File: src/sv/slq_pkg.sv
// Shared types and constants of the seat limited level queue.
package slq_pkg;

    localparam int MAX_LEVELS = 8;
    localparam int MAX_SEATS  = 16;
    localparam int ID_BITS    = 8;

    localparam int LVL_IDX_W  = (MAX_LEVELS > 1) ? $clog2(MAX_LEVELS) : 1;
    localparam int SLOT_W     = (MAX_SEATS > 1) ? $clog2(MAX_SEATS) : 1;
    localparam int SCAN_W     = (MAX_LEVELS > MAX_SEATS) ? MAX_LEVELS : MAX_SEATS;
    localparam int SCAN_IDX_W = (SCAN_W > 1) ? $clog2(SCAN_W) : 1;

    // Fixed field widths of the ports.
    localparam int LEVEL_W    = 3;
    localparam int STATUS_W   = 3;
    localparam int CFG_LV_W   = 4;
    localparam int CFG_SEAT_W = 5;
    localparam int CFG_IDX_W  = 1;

    // Configuration register indexes.
    localparam logic [CFG_IDX_W-1:0] CFG_LEVELS = 1'b0;
    localparam logic [CFG_IDX_W-1:0] CFG_SEATS  = 1'b1;

    // Request codes.
    localparam logic REQ_ENQ = 1'b0;
    localparam logic REQ_DEQ = 1'b1;

    typedef enum logic [STATUS_W-1:0] {
        ST_QUEUED    = 3'd0,
        ST_NO_SEAT   = 3'd1,
        ST_BAD_LEVEL = 3'd2,
        ST_EMPTY     = 3'd3,
        ST_SERVED    = 3'd4
    } status_t;

    // Write and read controls of the slot store.
    typedef struct packed {
        logic               req_we;
        logic [SLOT_W-1:0]  req_addr;
        logic [ID_BITS-1:0] req_data;
        logic               nxt_we;
        logic [SLOT_W-1:0]  nxt_addr;
        logic [SLOT_W-1:0]  nxt_data;
        logic [SLOT_W-1:0]  rd_addr;
    } slot_ctl_t;

endpackage

File: src/sv/slq_slot_mem.sv
// Slot store: requester id and next-slot link of every seat, registered read.
module slq_slot_mem (
    input  logic                          clk,
    input  slq_pkg::slot_ctl_t            ctl,
    output logic [slq_pkg::ID_BITS-1:0]   rd_req,
    output logic [slq_pkg::SLOT_W-1:0]    rd_nxt
);

    logic [slq_pkg::ID_BITS-1:0] req_mem_reg [slq_pkg::MAX_SEATS];
    logic [slq_pkg::SLOT_W-1:0]  nxt_mem_reg [slq_pkg::MAX_SEATS];

    always_ff @(posedge clk)
    begin
        if (ctl.req_we)
        begin
            req_mem_reg[ctl.req_addr] <= ctl.req_data;
        end
        if (ctl.nxt_we)
        begin
            nxt_mem_reg[ctl.nxt_addr] <= ctl.nxt_data;
        end
        rd_req <= req_mem_reg[ctl.rd_addr];
        rd_nxt <= nxt_mem_reg[ctl.rd_addr];
    end

endmodule

File: src/sv/slq_first_set.sv
// Shared search unit: finds the lowest set bit of a vector.
module slq_first_set (
    input  logic [slq_pkg::SCAN_W-1:0]     vec,
    output logic                           found,
    output logic [slq_pkg::SCAN_IDX_W-1:0] idx
);

    always_comb
    begin
        found = 1'b0;
        idx   = '0;
        for (int i = slq_pkg::SCAN_W - 1; i >= 0; i--)
        begin
            if (vec[i])
            begin
                found = 1'b1;
                idx   = slq_pkg::SCAN_IDX_W'(i);
            end
        end
    end

endmodule

File: src/sv/seat_limited_level_queue_core.sv
// Seat limited multilevel priority queue, top level with its sequencer.
// An enqueue or empty dequeue word passes through S_ENQ or S_DEQ_FIND and then S_EMIT,
// a served dequeue word through S_DEQ_FIND, S_DEQ_POP and S_EMIT, before its result is
// registered. One word is in work at a time, so a new request word is taken only after
// the last one has left S_EMIT, which waits while the output register is still full.
// Reset clears all queues, marks every seat free and loads 8 levels and 16 seats.
module seat_limited_level_queue_core (
    input  logic                             clk,
    input  logic                             rst_n,
    // Configuration write port.
    input  logic                             cfg_we,
    input  logic [slq_pkg::CFG_IDX_W-1:0]    cfg_index,
    input  logic [slq_pkg::CFG_SEAT_W-1:0]   cfg_data,
    // Request channel.
    input  logic                             in_valid,
    output logic                             in_ready,
    input  logic                             req_type,
    input  logic [slq_pkg::ID_BITS-1:0]      requester_id,
    input  logic [slq_pkg::LEVEL_W-1:0]      level,
    // Result channel.
    output logic                             out_valid,
    input  logic                             out_ready,
    output logic [slq_pkg::STATUS_W-1:0]     status,
    output logic [slq_pkg::ID_BITS-1:0]      served_id,
    output logic [slq_pkg::LEVEL_W-1:0]      served_level,
    output logic [slq_pkg::CFG_SEAT_W-1:0]   seats_free
);

    // The sequencer walks one word through its steps. Enqueue: one step that
    // checks the seat count and level, searches the lowest free slot and links
    // it in. Dequeue: one step that searches the lowest non-empty level in use
    // and starts the slot store read at its head, then one step that unlinks it.
    // The result is then held in the output register until it is taken.
    typedef enum logic [2:0] {
        S_IDLE,
        S_ENQ,
        S_DEQ_FIND,
        S_DEQ_POP,
        S_EMIT
    } state_t;

    state_t                              state_reg, state_next;
    logic [slq_pkg::MAX_LEVELS-1:0]      nonempty_reg, nonempty_next;
    logic [slq_pkg::MAX_SEATS-1:0]       free_map_reg, free_map_next;
    logic [slq_pkg::CFG_SEAT_W-1:0]      taken_reg, taken_next;
    logic [slq_pkg::CFG_LV_W-1:0]        levels_reg, levels_next;
    logic [slq_pkg::CFG_SEAT_W-1:0]      limit_reg, limit_next;
    logic                                out_valid_reg, out_valid_next;
    logic [slq_pkg::STATUS_W-1:0]        status_reg, status_next;
    logic [slq_pkg::ID_BITS-1:0]         served_id_reg, served_id_next;
    logic [slq_pkg::LEVEL_W-1:0]         served_level_reg, served_level_next;
    logic [slq_pkg::CFG_SEAT_W-1:0]      seats_free_reg, seats_free_next;

    // Payload registers: the word in work, the staged result and the level
    // pointers. The pointers are only read after they were written.
    logic [slq_pkg::ID_BITS-1:0]         id_reg;
    logic [slq_pkg::LEVEL_W-1:0]         lev_reg;
    slq_pkg::status_t                    res_status_reg, res_status_next;
    logic [slq_pkg::ID_BITS-1:0]         res_id_reg, res_id_next;
    logic [slq_pkg::LVL_IDX_W-1:0]       res_lev_reg, res_lev_next;
    logic [slq_pkg::LVL_IDX_W-1:0]       dlev_reg, dlev_next;
    logic [slq_pkg::SLOT_W-1:0]          hslot_reg, hslot_next;
    logic [slq_pkg::SLOT_W-1:0]          head_reg [slq_pkg::MAX_LEVELS];
    logic [slq_pkg::SLOT_W-1:0]          tail_reg [slq_pkg::MAX_LEVELS];

    logic                                head_we, tail_we;
    logic [slq_pkg::LVL_IDX_W-1:0]       head_wa, tail_wa;
    logic [slq_pkg::SLOT_W-1:0]          head_wd, tail_wd;

    logic [slq_pkg::CFG_LV_W-1:0]        eff_levels;
    logic [slq_pkg::CFG_SEAT_W-1:0]      eff_limit;
    logic [slq_pkg::CFG_SEAT_W-1:0]      free_now;
    logic [slq_pkg::MAX_LEVELS-1:0]      level_mask;
    logic [slq_pkg::LVL_IDX_W-1:0]       enq_lev;

    logic [slq_pkg::SCAN_W-1:0]          scan_vec;
    logic                                scan_found;
    logic [slq_pkg::SCAN_IDX_W-1:0]      scan_idx;
    logic [slq_pkg::SLOT_W-1:0]          scan_slot;
    logic [slq_pkg::LVL_IDX_W-1:0]       scan_lev;

    slq_pkg::slot_ctl_t                  slot_ctl;
    logic [slq_pkg::ID_BITS-1:0]         rd_req;
    logic [slq_pkg::SLOT_W-1:0]          rd_nxt;

    slq_first_set u_search (
        .vec   (scan_vec),
        .found (scan_found),
        .idx   (scan_idx)
    );

    slq_slot_mem u_slots (
        .clk    (clk),
        .ctl    (slot_ctl),
        .rd_req (rd_req),
        .rd_nxt (rd_nxt)
    );

    assign in_ready     = (state_reg == S_IDLE);
    assign out_valid    = out_valid_reg;
    assign status       = status_reg;
    assign served_id    = served_id_reg;
    assign served_level = served_level_reg;
    assign seats_free   = seats_free_reg;

    // Register values above the built-in sizes act as those sizes.
    always_comb
    begin
        eff_levels = (levels_reg > slq_pkg::CFG_LV_W'(slq_pkg::MAX_LEVELS))
                   ? slq_pkg::CFG_LV_W'(slq_pkg::MAX_LEVELS) : levels_reg;
        eff_limit  = (limit_reg > slq_pkg::CFG_SEAT_W'(slq_pkg::MAX_SEATS))
                   ? slq_pkg::CFG_SEAT_W'(slq_pkg::MAX_SEATS) : limit_reg;
        free_now   = (taken_reg >= eff_limit) ? '0 : (eff_limit - taken_reg);
        for (int l = 0; l < slq_pkg::MAX_LEVELS; l++)
        begin
            level_mask[l] = (slq_pkg::CFG_LV_W'(l) < eff_levels);
        end
        enq_lev = slq_pkg::LVL_IDX_W'(lev_reg);
    end

    // The search unit looks for a free slot on enqueue and for the lowest
    // non-empty level in use on dequeue.
    always_comb
    begin
        scan_vec = '0;
        if (state_reg == S_ENQ)
        begin
            scan_vec[slq_pkg::MAX_SEATS-1:0] = free_map_reg;
        end
        else
        begin
            scan_vec[slq_pkg::MAX_LEVELS-1:0] = nonempty_reg & level_mask;
        end
        scan_slot = scan_idx[slq_pkg::SLOT_W-1:0];
        scan_lev  = scan_idx[slq_pkg::LVL_IDX_W-1:0];
    end

    always_comb
    begin
        state_next        = state_reg;
        nonempty_next     = nonempty_reg;
        free_map_next     = free_map_reg;
        taken_next        = taken_reg;
        levels_next       = levels_reg;
        limit_next        = limit_reg;
        out_valid_next    = out_valid_reg;
        status_next       = status_reg;
        served_id_next    = served_id_reg;
        served_level_next = served_level_reg;
        seats_free_next   = seats_free_reg;
        res_status_next   = res_status_reg;
        res_id_next       = res_id_reg;
        res_lev_next      = res_lev_reg;
        dlev_next         = dlev_reg;
        hslot_next        = hslot_reg;
        head_we           = 1'b0;
        head_wa           = enq_lev;
        head_wd           = scan_slot;
        tail_we           = 1'b0;
        tail_wa           = enq_lev;
        tail_wd           = scan_slot;
        slot_ctl          = '0;
        slot_ctl.req_addr = scan_slot;
        slot_ctl.req_data = id_reg;
        slot_ctl.nxt_addr = tail_reg[enq_lev];
        slot_ctl.nxt_data = scan_slot;
        slot_ctl.rd_addr  = head_reg[scan_lev];

        if (cfg_we)
        begin
            case (cfg_index)
                slq_pkg::CFG_LEVELS: levels_next = cfg_data[slq_pkg::CFG_LV_W-1:0];
                slq_pkg::CFG_SEATS:  limit_next  = cfg_data;
                default:             ;
            endcase
        end

        if (out_valid_reg && out_ready)
        begin
            out_valid_next = 1'b0;
        end

        case (state_reg)
            S_IDLE:
            begin
                if (in_valid)
                begin
                    state_next = (req_type == slq_pkg::REQ_DEQ) ? S_DEQ_FIND : S_ENQ;
                end
            end
            S_ENQ:
            begin
                res_id_next  = '0;
                res_lev_next = '0;
                state_next   = S_EMIT;
                // The seat check comes before the level check.
                if (free_now == '0)
                begin
                    res_status_next = slq_pkg::ST_NO_SEAT;
                end
                else if ({1'b0, lev_reg} >= eff_levels)
                begin
                    res_status_next = slq_pkg::ST_BAD_LEVEL;
                end
                else if (!scan_found)
                begin
                    res_status_next = slq_pkg::ST_NO_SEAT;
                end
                else
                begin
                    res_status_next          = slq_pkg::ST_QUEUED;
                    free_map_next[scan_slot] = 1'b0;
                    slot_ctl.req_we          = 1'b1;
                    if (nonempty_reg[enq_lev])
                    begin
                        // Link the new slot behind the current tail.
                        slot_ctl.nxt_we = 1'b1;
                    end
                    else
                    begin
                        head_we                = 1'b1;
                        nonempty_next[enq_lev] = 1'b1;
                    end
                    tail_we    = 1'b1;
                    taken_next = taken_reg + 1'b1;
                end
            end
            S_DEQ_FIND:
            begin
                if (!scan_found)
                begin
                    res_status_next = slq_pkg::ST_EMPTY;
                    res_id_next     = '0;
                    res_lev_next    = '0;
                    state_next      = S_EMIT;
                end
                else
                begin
                    // The slot store read of the head starts at this edge.
                    dlev_next  = scan_lev;
                    hslot_next = head_reg[scan_lev];
                    state_next = S_DEQ_POP;
                end
            end
            S_DEQ_POP:
            begin
                res_status_next = slq_pkg::ST_SERVED;
                res_id_next     = rd_req;
                res_lev_next    = dlev_reg;
                if (hslot_reg == tail_reg[dlev_reg])
                begin
                    nonempty_next[dlev_reg] = 1'b0;
                end
                else
                begin
                    head_we = 1'b1;
                    head_wa = dlev_reg;
                    head_wd = rd_nxt;
                end
                free_map_next[hslot_reg] = 1'b1;
                if (taken_reg != '0)
                begin
                    taken_next = taken_reg - 1'b1;
                end
                state_next = S_EMIT;
            end
            S_EMIT:
            begin
                // The free seat count already reflects this word.
                if (!out_valid_reg || out_ready)
                begin
                    out_valid_next    = 1'b1;
                    status_next       = res_status_reg;
                    served_id_next    = res_id_reg;
                    served_level_next = slq_pkg::LEVEL_W'(res_lev_reg);
                    seats_free_next   = free_now;
                    state_next        = S_IDLE;
                end
            end
            default:
            begin
                state_next = S_IDLE;
            end
        endcase
    end

    always_ff @(posedge clk or negedge rst_n)
    begin
        if (!rst_n)
        begin
            state_reg        <= S_IDLE;
            nonempty_reg     <= '0;
            free_map_reg     <= '1;
            taken_reg        <= '0;
            levels_reg       <= slq_pkg::CFG_LV_W'(slq_pkg::MAX_LEVELS);
            limit_reg        <= slq_pkg::CFG_SEAT_W'(slq_pkg::MAX_SEATS);
            out_valid_reg    <= 1'b0;
            status_reg       <= '0;
            served_id_reg    <= '0;
            served_level_reg <= '0;
            seats_free_reg   <= '0;
        end
        else
        begin
            state_reg        <= state_next;
            nonempty_reg     <= nonempty_next;
            free_map_reg     <= free_map_next;
            taken_reg        <= taken_next;
            levels_reg       <= levels_next;
            limit_reg        <= limit_next;
            out_valid_reg    <= out_valid_next;
            status_reg       <= status_next;
            served_id_reg    <= served_id_next;
            served_level_reg <= served_level_next;
            seats_free_reg   <= seats_free_next;
        end
    end

    always_ff @(posedge clk)
    begin
        if (in_valid && in_ready)
        begin
            id_reg   <= requester_id;
            lev_reg  <= level;
        end
        res_status_reg <= res_status_next;
        res_id_reg     <= res_id_next;
        res_lev_reg    <= res_lev_next;
        dlev_reg       <= dlev_next;
        hslot_reg      <= hslot_next;
        if (head_we)
        begin
            head_reg[head_wa] <= head_wd;
        end
        if (tail_we)
        begin
            tail_reg[tail_wa] <= tail_wd;
        end
    end

endmodule

File: config.mk
export PLATFORM = sky130hd
export DESIGN_NAME = seat_limited_level_queue_core
export DESIGN_NICKNAME = d
export VERILOG_FILES = /design/src/sv/slq_pkg.sv /design/src/sv/slq_slot_mem.sv /design/src/sv/slq_first_set.sv /design/src/sv/seat_limited_level_queue_core.sv
export SDC_FILE = /design/constraint.sdc
export NUM_CORES = 1
export LEC_CHECK = 0
export BUFFER_PORTS_ARGS = -buffer_cell sky130_fd_sc_hd__buf_4
export CAP_MARGIN = 0
export CELL_PAD_IN_SITES_DETAIL_PLACEMENT = 0
export CELL_PAD_IN_SITES_GLOBAL_PLACEMENT = 1
export CORE_MARGIN = 4
export CORE_UTILIZATION = 40
export DETAILED_ROUTE_END_ITERATION = 6
export PLACE_DENSITY_LB_ADDON = 0.2
export SYNTH_ARGS = -nofsm -noshare
export SYNTH_HDL_FRONTEND = slang
export SYNTH_SLANG_ARGS = --single-unit
File: constraint.sdc
create_clock -name clk -period 3.7 [get_ports clk]
set_input_delay 1.11 -clock clk [delete_from_list [all_inputs] [get_ports clk]]
set_output_delay 1.11 -clock clk [all_outputs]
set_load 0.02 [all_outputs]
==> After elaboration in Yosys (flattened, before gate mapping) <==
Memories as Yosys holds them, arrays and structs flattened. A register that Yosys moved wholly into a read port is not among the register bits.
Index checks and enable logic that the tools add are counted.
{ "totals": {"input_bits": 23, "n_memories": 4, "regBits": 93, "word_cells": 196, "rom_bits": 0, "latch_bits": 0, "ramBits": 256} }
{ "mem_list": {"columns": ["memory", "depth", "width", "rd", "rd_ports_with_merged_regs", "wr", "line", "rtl"], "rows": [
  ["u_slots.req_mem_reg", 16, 8, 1, 1, 1, "slq_slot_mem.sv:9", "logic [slq_pkg::ID_BITS-1:0] req_mem_reg [slq_pkg::MAX_SEATS];"],
  ["u_slots.nxt_mem_reg", 16, 4, 1, 1, 1, "slq_slot_mem.sv:10", "logic [slq_pkg::SLOT_W-1:0] nxt_mem_reg [slq_pkg::MAX_SEATS];"],
  ["head_reg", 8, 4, 1, 0, 1, "seat_limited_level_queue_core.sv:63", "logic [slq_pkg::SLOT_W-1:0] head_reg [slq_pkg::MAX_LEVELS];"],
  ["tail_reg", 8, 4, 2, 2, 1, "seat_limited_level_queue_core.sv:64", "logic [slq_pkg::SLOT_W-1:0] tail_reg [slq_pkg::MAX_LEVELS];"]
]} }
{ "op_classes": {"reduce_logical": 23, "div": 0, "addsub": 3, "shifts": 0, "n_mux": 106, "eq_ne": 14, "n_lt_le_gt_ge": 20, "multipliers": 0, "n_bitwise": 8} }
{ "op_table": {"columns": ["cell", "n"], "rows": [
  ["4-bit two-way mux", 19],
  ["8-bit two-way mux", 8],
  ["16-bit two-way mux", 3],
  ["1-bit two-way mux", 45],
  ["16-bit case mux with 2 select lines", 1],
  ["5-bit two-way mux", 6],
  ["3-bit two-way mux", 9],
  ["8-bit case mux with 3 select lines", 1],
  ["2-bit != test, second input constant", 9],
  ["3-bit case mux with 3 select lines", 2],
  ["16-bit AND", 1],
  ["8-bit AND", 2],
  ["3-bit by 4-bit less-than comparator with 1-bit output, first input constant", 4],
  ["16-bit inverter", 1],
  ["16-bit bitwise OR", 1],
  ["8-bit case mux with 2 select lines", 1],
  ["3-bit case mux with 4 select lines", 1],
  ["2-bit AND reduction", 6],
  ["4-bit by 5-bit less-than comparator with 1-bit output, second input constant", 2],
  ["5-bit case mux with 2 select lines", 1],
  ["1-bit demux with 4-bit select", 2],
  ["4-bit by 1-bit >= comparator with 1-bit output, second input constant", 2],
  ["1-bit by 4-bit less-than comparator with 1-bit output, first input constant", 2],
  ["2-bit by 4-bit less-than comparator with 1-bit output, first input constant", 2],
  ["other kinds (32)", 43]
]} }

==> Longest topological paths before layout <==
Gate-level depths: netlist (run 1).
{ "depth": {"depth_word": 28, "mapped_depth": 16} }

==> Modules after synthesis <==
From an unflattened synthesis (run 1), not the netlist that was laid out.
{ "hier_totals": {"cells_unflattened": 931, "hier_area_um2": 15429.8} }
{ "modules_own_cells": {"columns": ["mod", "n_inst", "cells_per_inst", "area_per_inst_um2"], "rows": [
  ["slq_slot_mem", 1, 352, 7709.9],
  ["seat_limited_level_queue_core", 1, 546, 7541.0],
  ["slq_first_set", 1, 33, 178.9]
]} }

==> Worst setup path after synthesis (run 1) <==
Ideal clock, no wire load.
{ "synth_timing": {"path_type": "register to register", "start": "register levels_reg[3] (netlist name)", "end": "register u_slots.rd_nxt[0] (netlist name) (read register of u_slots.nxt_mem_reg)", "path_slack_ps": -219, "n_path_buf": 3, "setup_ps": 134, "stages_incl_launch_ff": 16, "arrival_time_ps": 3785, "cell_sequence": "dfstp_2 > clkbuf_1 > o21ai_0 > nand2_1 > a21oi_1 > o32a_1 > inv_2 > clkbuf_1 > o211ai_1 > o211ai_2 > a21oi_4 > inv_2 > buf_2 > mux2i_1 > o22ai_1 > or4_1"} }
{ "synth_via": {"elab_chain_len": 14} }
{ "synth_lines": {"columns": ["element", "line", "rtl"], "rows": [
  ["start, declared", "seat_limited_level_queue_core.sv:46", "logic [slq_pkg::CFG_LV_W-1:0] levels_reg, levels_next;"],
  ["start signal, assigned", "seat_limited_level_queue_core.sv:295", "levels_reg <= slq_pkg::CFG_LV_W'(slq_pkg::MAX_LEVELS);"],
  ["start signal, assigned", "seat_limited_level_queue_core.sv:309", "levels_reg <= levels_next;"],
  ["4-bit > comparator", "seat_limited_level_queue_core.sv:109", "eff_levels = (levels_reg > slq_pkg::CFG_LV_W'(slq_pkg::MAX_LEVELS))"],
  ["4-bit two-way mux (*)", "seat_limited_level_queue_core.sv:110", "? slq_pkg::CFG_LV_W'(slq_pkg::MAX_LEVELS) : levels_reg;"],
  ["3-bit by 4-bit less-than comparator with 1-bit output", "seat_limited_level_queue_core.sv:116", "level_mask[l] = (slq_pkg::CFG_LV_W'(l) < eff_levels);"],
  ["8-bit AND (*)", "seat_limited_level_queue_core.sv:132", "scan_vec[slq_pkg::MAX_LEVELS-1:0] = nonempty_reg & level_mask;"],
  ["8-bit two-way mux (*)", "seat_limited_level_queue_core.sv:126", "if (state_reg == S_ENQ)"],
  ["4-bit two-way mux (7 in series)", "slq_first_set.sv:14", "if (vec[i])"],
  ["4-bit two-way mux (*)", "slq_first_set.sv:14", null],
  ["net scan_idx, one bit", "seat_limited_level_queue_core.sv:78", "logic [slq_pkg::SCAN_IDX_W-1:0] scan_idx;"],
  ["memory read 8 x 4 bit (*)", null, null],
  ["end, declared", "slq_slot_mem.sv:6", "output logic [slq_pkg::SLOT_W-1:0] rd_nxt"]
]} }
Mark *: on every way through the listed nets, which the timed path passes. The rest lies on a longest branch.
A chain may end at the register's enable or synchronous reset.

==> Worst setup path after layout (run 1) <==
{ "layout_timing": {"start": "register state_reg[1]", "end": "register u_slots.rd_req[1] (netlist name) (read register of u_slots.req_mem_reg)"} }
{ "layout_via": {"elab_chain_len": 19} }
{ "layout_lines": {"columns": ["element", "line", "rtl"], "rows": [
  ["start, declared", "seat_limited_level_queue_core.sv:42", "state_t state_reg, state_next;"],
  ["start signal, assigned", "seat_limited_level_queue_core.sv:305", "state_reg <= state_next;"],
  ["3-bit by 1-bit equality test with 1-bit output (*)", "seat_limited_level_queue_core.sv:126", null],
  ["8-bit two-way mux", "seat_limited_level_queue_core.sv:126", null],
  ["4-bit two-way mux (15 in series)", "slq_first_set.sv:14", null],
  ["4-bit two-way mux (*)", "slq_first_set.sv:14", null],
  ["memory read 8 x 4 bit (*)", null, null],
  ["end, declared", "slq_slot_mem.sv:5", "output logic [slq_pkg::ID_BITS-1:0] rd_req,"]
]} }
Mark *: on every way between the ends. The rest lies on a longest branch, timed or not.

==> results of run 1 <==
-- synth_stat cells (7+ instances only) --
| master | number |
|---|---|
| a211oi_1 | 23 |
| a21oi_1 | 37 |
| a311oi_1 | 12 |
| a31oi_1 | 9 |
| and2_1 | 12 |
| buf_2 | 13 |
| clkbuf_1 | 35 |
| dfrtp_1 | 43 |
| dfstp_2 | 18 |
| dfxtp_1 | 18 |
| edfxtp_1 | 288 |
| ha_1 | 11 |
| inv_1 | 39 |
| mux2_2 | 32 |
| mux2i_1 | 89 |
| mux4_2 | 17 |
| nand2_1 | 74 |
| nand2b_1 | 11 |
| nand3_1 | 23 |
| nor2_1 | 88 |
| nor2b_1 | 14 |
| nor3_1 | 20 |
| o211ai_1 | 7 |
| o21ai_0 | 18 |
| o22ai_1 | 34 |
| o31ai_1 | 10 |
| or3_1 | 8 |
| or4_1 | 10 |
| xnor2_1 | 11 |
-- metrics by stage --
step             util  power, mW
4_1_cts        0.4912      19.97
2_1_floorplan       -      11.71
3_5_place_dp   0.4550      15.76
6_report       0.4986      20.40
5_1_grt        0.4986      21.58
3_3_place_gp   0.4550      15.67
-- worst max-delay path, delay by kind of cell, from the launching register on --
kind | cells | cell delay [ns]
AO/OA/AOI/OAI | 4 | 0.97
flip-flops | 1 | 0.37
AND/OR/NAND/NOR | 3 | 1.21
multiplexers | 2 | 0.75
buffers and inverters | 2 | 0.27
-- how the worst max path moves through the flow --
stage,startpoint,end,slack [ns],cells after the start
after detailed placement,state_reg[2]$_DFFE_PN0P_,u_slots.rd_nxt[3]$_DFF_P_,-0.11,11
after global routing,state_reg[1]$_DFFE_PN0P_,u_slots.rd_req[6]$_DFF_P_,-0.14,11
final,state_reg[1]$_DFFE_PN0P_,u_slots.rd_req[1]$_DFF_P_,-0.02,11
after floorplan,state_reg[1]$_DFFE_PN0P_,u_slots.rd_nxt[2]$_DFF_P_,-0.01,14
after global placement,levels_reg[3]$_DFFE_PN1P_,u_slots.rd_req[6]$_DFF_P_,-0.05,14
after CTS,state_reg[2]$_DFFE_PN0P_,u_slots.rd_req[1]$_DFF_P_,0.002,12
-- cells by family (layout without fill, tap and decap cells) --
family | after synthesis | in the layout | synth area share
simple gates | 291 | 291 | 0.08944
xor+xnor | 12 | 12 | 0.006696
mux | 140 | 140 | 0.1059
buf+inv | 100 | 313 | 0.02718
fa+ha+maj | 13 | 13 | 0.01132
flops | 367 | 367 | 0.6726
compound gates | 191 | 191 | 0.08681
-- power by group through the flow --
stage | registers [mW] | clock network, mW | logic (mW)
2_1_floorplan | 5.92 | 0 | 5.79
3_3_place_gp | 6.06 | 0 | 9.61
3_5_place_dp | 6.07 | 0 | 9.70
4_1_cts | 5.99 | 4.18 | 9.80
5_1_grt | 6.06 | 4.35 | 11.2
6_report | 5.97 | 4.08 | 10.3
-- timing repair --
action / 4_1_cts / 5_1_grt
pin swaps: 4 / 10
endpoints found under the setup margin: 11 / 169
cloned: 0 / 1
resized for setup: 6 / 43
setup buffers: 3 / 13
-- metal layers --
layer | part of all wire | routed length, um | up-vias
li1 | - | - | 4608
met1 | 0.47 | 17800 | 4877
met2 | 0.48 | 18140 | 198
met3 | 0.038 | 1432 | 51
met4 | 0.019 | 736 | 0
met5 | 0 | 0 | -
-- cell type report --
cell class                      count  area [um^2]
Clock inverter                     26        241.5
Fill cell                        3376        19420
Sequential cell                   367        10560
Timing Repair Buffer              193         1670
Multi-Input combinational cell    647         4900
Tap cell                          518        648.1
Inverter                           43        171.4
Clock buffer                       51         1126
==> qor.csv, run 1 <==
stage,metric,value,unit
cts,clock latency on the worst-skew pair,0.55,ns
worst_setup_path,FF-to-FF Start,state_reg[1]$_DFFE_PN0P_,
power_and_ir_drop,VDD IR max,657.9,uV
worst_hold_path,hold path start,res_status_reg[0]$_DFFE_PP_,
placed_design,placed cells,1751,
sta,Fin. Hold Viols,0,
job,max_cap viols,0,
floorplanning,die height,206.1,um
placed_design,Post-Place Setup Slack,-0.1087,ns
logic_synthesis,Synth async-reset ratio,0.1662,
logic_synthesis,Post-synth EDFFs,288,
placed_design,Final GP Congestion,0.8252,
power_and_ir_drop,Pleak,7.244,nW
drt,via count,9734,
power_and_ir_drop,clock power share,0.200,
logic_synthesis,post-synthesis sequential area ratio,0.6726,
sta,RSZ-0062 raised after global routing,yes,
logic_synthesis,largest cells by area after synthesis,"edfxtp_1 55%, dfrtp_1 6.9%, mux2i_1 5.7%",
power_and_ir_drop,Flop pwr share,0.293,
logic_synthesis,Yosys reg bits,367,
placed_design,Placed Instance Area,17620,um^2
sta,setup TNS,-0.03848,ns
floorplanning,I/O pins,44,
power_and_ir_drop,Pwr per Cell Area,1056,nW/um^2
floorplanning,Die Area,42470,um^2
cts,clk slew on worst S/H paths,0.06,ns
worst_setup_path,"most used cell, CP",buf_12,
layout,"commonest non-fill, non-tap cell in the layout",edfxtp_1,
sta,Tcrit/Tclk final,1.005,
worst_setup_path,Worst Path Max Fanout,9,
power_and_ir_drop,switching fraction of total power,0.3702,
outcome,violated checks,setup timing,
power_and_ir_drop,Combinational Power Share,0.507,
grt,grt ovf,0,
sta,final setup margin,-0.01802,ns
placed_design,Port Buffers,43,
worst_setup_path,CP arrival,4.14,ns
power_and_ir_drop,Net Sw Power,7.552,mW
floorplanning,initial core utilization,0.4052,
layout,post-layout instance area,19310,um^2
grt,largest net degree at the start of global routing,62,
grt,global route hottest layer,met2,
sta,Slew Limit Fails,0,
worst_setup_path,Worst Setup Start Kind,register,
drt,Routed WL per cell,20.66,um
logic_synthesis,Synth area leader,edfxtp_1,
layout,Finished Layout Cells,1845,
drt,final wirelength,38110,um
worst_setup_path,crit-path cells,or3b_4 -> a311o_1 -> a21oi_4 -> mux4_2 -> a22oi_2 -> and2_4 -> buf_12 -> buf_12 -> mux2i_1 -> o22ai_1 -> or4_1,
grt,first-pass GRT wire length,58100,um
worst_setup_path,"slowest stage cell, crit path",mux4_2,
grt,global routing usage on met3,0.03060,
layout,antenna cells,0,
logic_synthesis,Yosys cell types,71,
worst_setup_path,critical path class,register to register,
grt,initial antenna violation count,0,
sta,final-report setup violation count,3,
grt,GRT Overall Usage,0.1811,
layout,nets@finish,1330,
worst_setup_path,RR Endpoint,u_slots.rd_req[1]$_DFF_P_,
cts,Clock Path Buffers,3,
outcome,status,"finished, violations left",
drt,drt first pass iters,5,
grt,met2 Use GR,0.2902,
worst_setup_path,R2R setup slack,-0.02,ns
logic_synthesis,Synth top area share,0.5510,
sta,skew final,0.01877,ns
grt,met1 Use GR,0.2595,
grt,vias in the first global route,9638,
cts,CTS Buf Count,42,
worst_setup_path,worst reg-to-reg path cell count,11,
drt,Routed Antenna Nets,0,
layout,Area Overhead vs Synth,23.05,%
layout,share of layout cells above drive strength 1,0.2939,
logic_synthesis,Synth Flop Type,edfxtp_1,
power_and_ir_drop,internal power,12.85,mW
logic_synthesis,syn avg cell area,14.09,um^2
cts,Clock H-tree levels,2,
drt,DRC violations left,0,
worst_setup_path,CP required,4.12,ns
placed_design,Detail Placement HPWL,25900,um
floorplanning,number of core rows,72,
layout,Largest register FFs,128,
logic_synthesis,mapped cell area,15700,um^2
cts,Clock Root Buffer,clkbuf_16,
drt,Avg Vias per Cell,5.276,
cts,hold_buf cts,0,
worst_setup_path,Critical Path Max Stage Delay,0.54,ns
worst_setup_path,element type at the critical path end,register,
sta,relative slew slack,0.4255,
worst_hold_path,Hold Path Stages,1,
floorplanning,Chip Width,206.1,um
logic_synthesis,Post-Syn Instances,1114,
logic_synthesis,Syn Nets,1150,
cts,clock sink count,367,
sta,fmax,269.0,MHz
drt,Initial DRC Count,595,
floorplanning,Core ar.,38740,um^2
worst_hold_path,Worst Hold Endpoint,status[0]$_DFFE_PN0P_,
logic_synthesis,Yosys warnings,0,
layout,most frequent cells in the layout,"288 x edfxtp_1, 175 x buf_4, 81 x mux2i_1, 75 x nor2_1, 74 x nand2_1",
sta,hold_ws,0.4714,ns
sta,worst-margin pin slew,0.8571,ns
sta,min Tclk post-route,3.718,ns
cts,CTS tree,built,
worst_hold_path,worst hold path class,register to register,
No activity file was read; power rests on OpenSTA's default activity.
==> inputs of run 2 (changes only) <==
clock period = 4.15 ns   (was 3.7 ns; I/O delays follow)
==> qor.csv, run 2 (synthesized netlist as in run 1, its figures left out) <==
stage,metric,value,unit,change
layout,most frequent cells in the layout,"288 x edfxtp_1, 116 x buf_4, 88 x nor2_1, 88 x mux2i_1, 74 x nand2_1",,
cts,clk slew on worst S/H paths,0.06,ns,about the same
drt,via count,9522,,-2.2%
placed_design,Port Buffers,43,,unchanged
cts,Clock Root Buffer,clkbuf_16,,
sta,worst-margin pin slew,0.8359,ns,-0.02120 ns
sta,final-report setup violation count,0,,-3
floorplanning,Core ar.,38740,um^2,unchanged
grt,vias in the first global route,9587,,-0.53%
sta,Slew Limit Fails,0,,unchanged
grt,grt ovf,0,,unchanged
power_and_ir_drop,VDD IR max,494.5,uV,-25%
outcome,status,"finished, final reports clean",,
worst_setup_path,crit-path cells,or3b_1 -> buf_4 -> o21ai_0 -> o32ai_4 -> a21oi_4 -> o21ai_4 -> buf_4 -> mux2_4 -> a2111oi_4 -> nand3b_1 -> buf_4 -> o22ai_1 -> or4_1,,
worst_setup_path,critical path class,register to register,,
sta,relative slew slack,0.4369,,+0.01136
worst_hold_path,worst hold path class,register to register,,
sta,min Tclk post-route,3.957,ns,+0.2388 ns
grt,GRT Overall Usage,0.1812,,about the same
worst_setup_path,Worst Path Max Fanout,8,,-1
drt,final wirelength,38120,um,about the same
floorplanning,I/O pins,44,,unchanged
layout,Area Overhead vs Synth,17.65,%,
grt,initial antenna violation count,0,,unchanged
cts,Clock Path Buffers,3,,unchanged
sta,skew final,0.02775,ns,+0.008990 ns
layout,"commonest non-fill, non-tap cell in the layout",edfxtp_1,,
floorplanning,Die Area,42470,um^2,unchanged
cts,CTS tree,built,,
worst_setup_path,CP arrival,4.38,ns,+0.24 ns
drt,Routed Antenna Nets,0,,unchanged
floorplanning,die height,206.1,um,unchanged
drt,Avg Vias per Cell,5.377,,+1.9%
cts,hold_buf cts,0,,unchanged
cts,CTS Buf Count,40,,-4.8%
layout,final core utilization,0.4767,,-0.02190
job,max_cap viols,0,,unchanged
placed_design,Detail Placement HPWL,25710,um,-0.75%
worst_setup_path,Worst Setup Start Kind,register,,
layout,antenna cells,0,,unchanged
worst_setup_path,CP required,4.58,ns,+0.46 ns
layout,nets@finish,1260,,-5.3%
placed_design,Placed Instance Area,17030,um^2,-3.4%
grt,first-pass GRT wire length,58350,um,+0.43%
layout,Finished Layout Cells,1771,,-4.0%
worst_setup_path,element type at the critical path end,register,,
floorplanning,initial core utilization,0.4052,,unchanged
worst_setup_path,"slowest stage cell, crit path",a2111oi_4,,
drt,drt first pass iters,4,,-1
cts,clock latency on the worst-skew pair,0.55,ns,about the same
drt,Routed WL per cell,21.53,um,+4.2%
drt,DRC violations left,0,,unchanged
worst_setup_path,Critical Path Max Stage Delay,0.61,ns,+0.07 ns
cts,Clock H-tree levels,2,,unchanged
layout,Largest register FFs,128,,unchanged
power_and_ir_drop,Pleak,6.791,nW,-6.3%
drt,Initial DRC Count,618,,+3.9%
layout,post-layout instance area,18470,um^2,-4.4%
grt,largest net degree at the start of global routing,62,,unchanged
worst_setup_path,"most used cell, CP",buf_4,,
floorplanning,Chip Width,206.1,um,unchanged
placed_design,placed cells,1689,,-3.5%
sta,Tcrit/Tclk final,0.9534,,-0.05142
sta,setup TNS,0,ns,+0.03848 ns
floorplanning,number of core rows,72,,unchanged
sta,Fin. Hold Viols,0,,unchanged
placed_design,Final GP Congestion,0.8128,,-1.5%
sta,hold_ws,0.4696,ns,-0.001825 ns
layout,share of layout cells above drive strength 1,0.2211,,-0.07283
cts,clock sink count,367,,unchanged
power_and_ir_drop,Pwr per Cell Area,906.1,nW/um^2,-14%
sta,fmax,252.7,MHz,-6.0%
run 2: cell count changes in the layout (fill, tap and decap cells not counted), moves of 7 or more:
cell	before	now
nor2_2	11	0
clkinv_2	13	6
buf_12	16	6
nor2_1	75	88
mux2i_1	81	88
buf_4	175	116
mux2i_2	8	1
run 2: layout make-up:
type | count | area, um^2
sequential | 367 | 10560
fill | 3434 | 20270
multi-input combinational | 647 | 4760
clock buffer | 53 | 1060
inverter | 43 | 163.9
clock inverter | 18 | 231.5
timing repair buffer | 125 | 1046
tap | 518 | 648.1
run 2: critical path, delay by kind of cell (launching register included):
| kind | cells | cell delay (ns) |
|---|---|---|
| compound gates | 6 | 1.37 |
| buf+inv | 3 | 0.60 |
| flops | 1 | 0.37 |
| mux | 1 | 0.31 |
| simple gates | 3 | 1.17 |
run 2: final timing paths:
path,startpoint,endpoint,slack [ns],cells past startpoint
max,state_reg[1]$_DFFE_PN0P_,u_slots.rd_req[1]$_DFF_P_,0.19,13
min,res_id_reg[1]$_SDFFCE_PN0P_,served_id[1]$_DFFE_PN0P_,0.47,1
max reg2reg,state_reg[1]$_DFFE_PN0P_,u_slots.rd_req[1]$_DFF_P_,0.19,13
min reg2reg,res_id_reg[1]$_SDFFCE_PN0P_,served_id[1]$_DFFE_PN0P_,0.47,1
max in group asynchronous,rst_n,status[2]$_DFFE_PN0P_,2.82,1
min in group asynchronous,rst_n,nonempty_reg[2]$_DFFE_PN0P_,0.79,1
run 2: report_power, final:
group | switching [mW] | internal (mW) | leakage [nW]
logic | 4.50 | 3.34 | 2.66
clock network | 1.42 | 2.11 | 0.625
registers | 0.458 | 4.90 | 3.51
total | 6.38 | 10.3 | 6.79
run 2: per-stage QoR:
step	setup WS (ns)	power (mW)
after floorplan	0.2311	10.31
after global placement	0.08100	12.89
after detailed placement	0.06214	12.95
after CTS	0.02525	16.54
after global routing	-0.01778	17.73
final	0.1932	16.73
run 2: repair_timing:
item | CTS | global route
buffers inserted | 0 | 9
setup endpoints to repair | 0 | 12
gates resized for setup | 0 | 7
run 2: metal layers:
| layer | up-vias | share of wire | track usage |
|---|---|---|---|
| li1 | 4458 | - | - |
| met2 | 193 | 0.48 | 0.2919 |
| met5 | - | 0 | 0 |
| met1 | 4821 | 0.46 | 0.2571 |
| met3 | 50 | 0.042 | 0.02871 |
| met4 | 0 | 0.018 | 0.05062 |
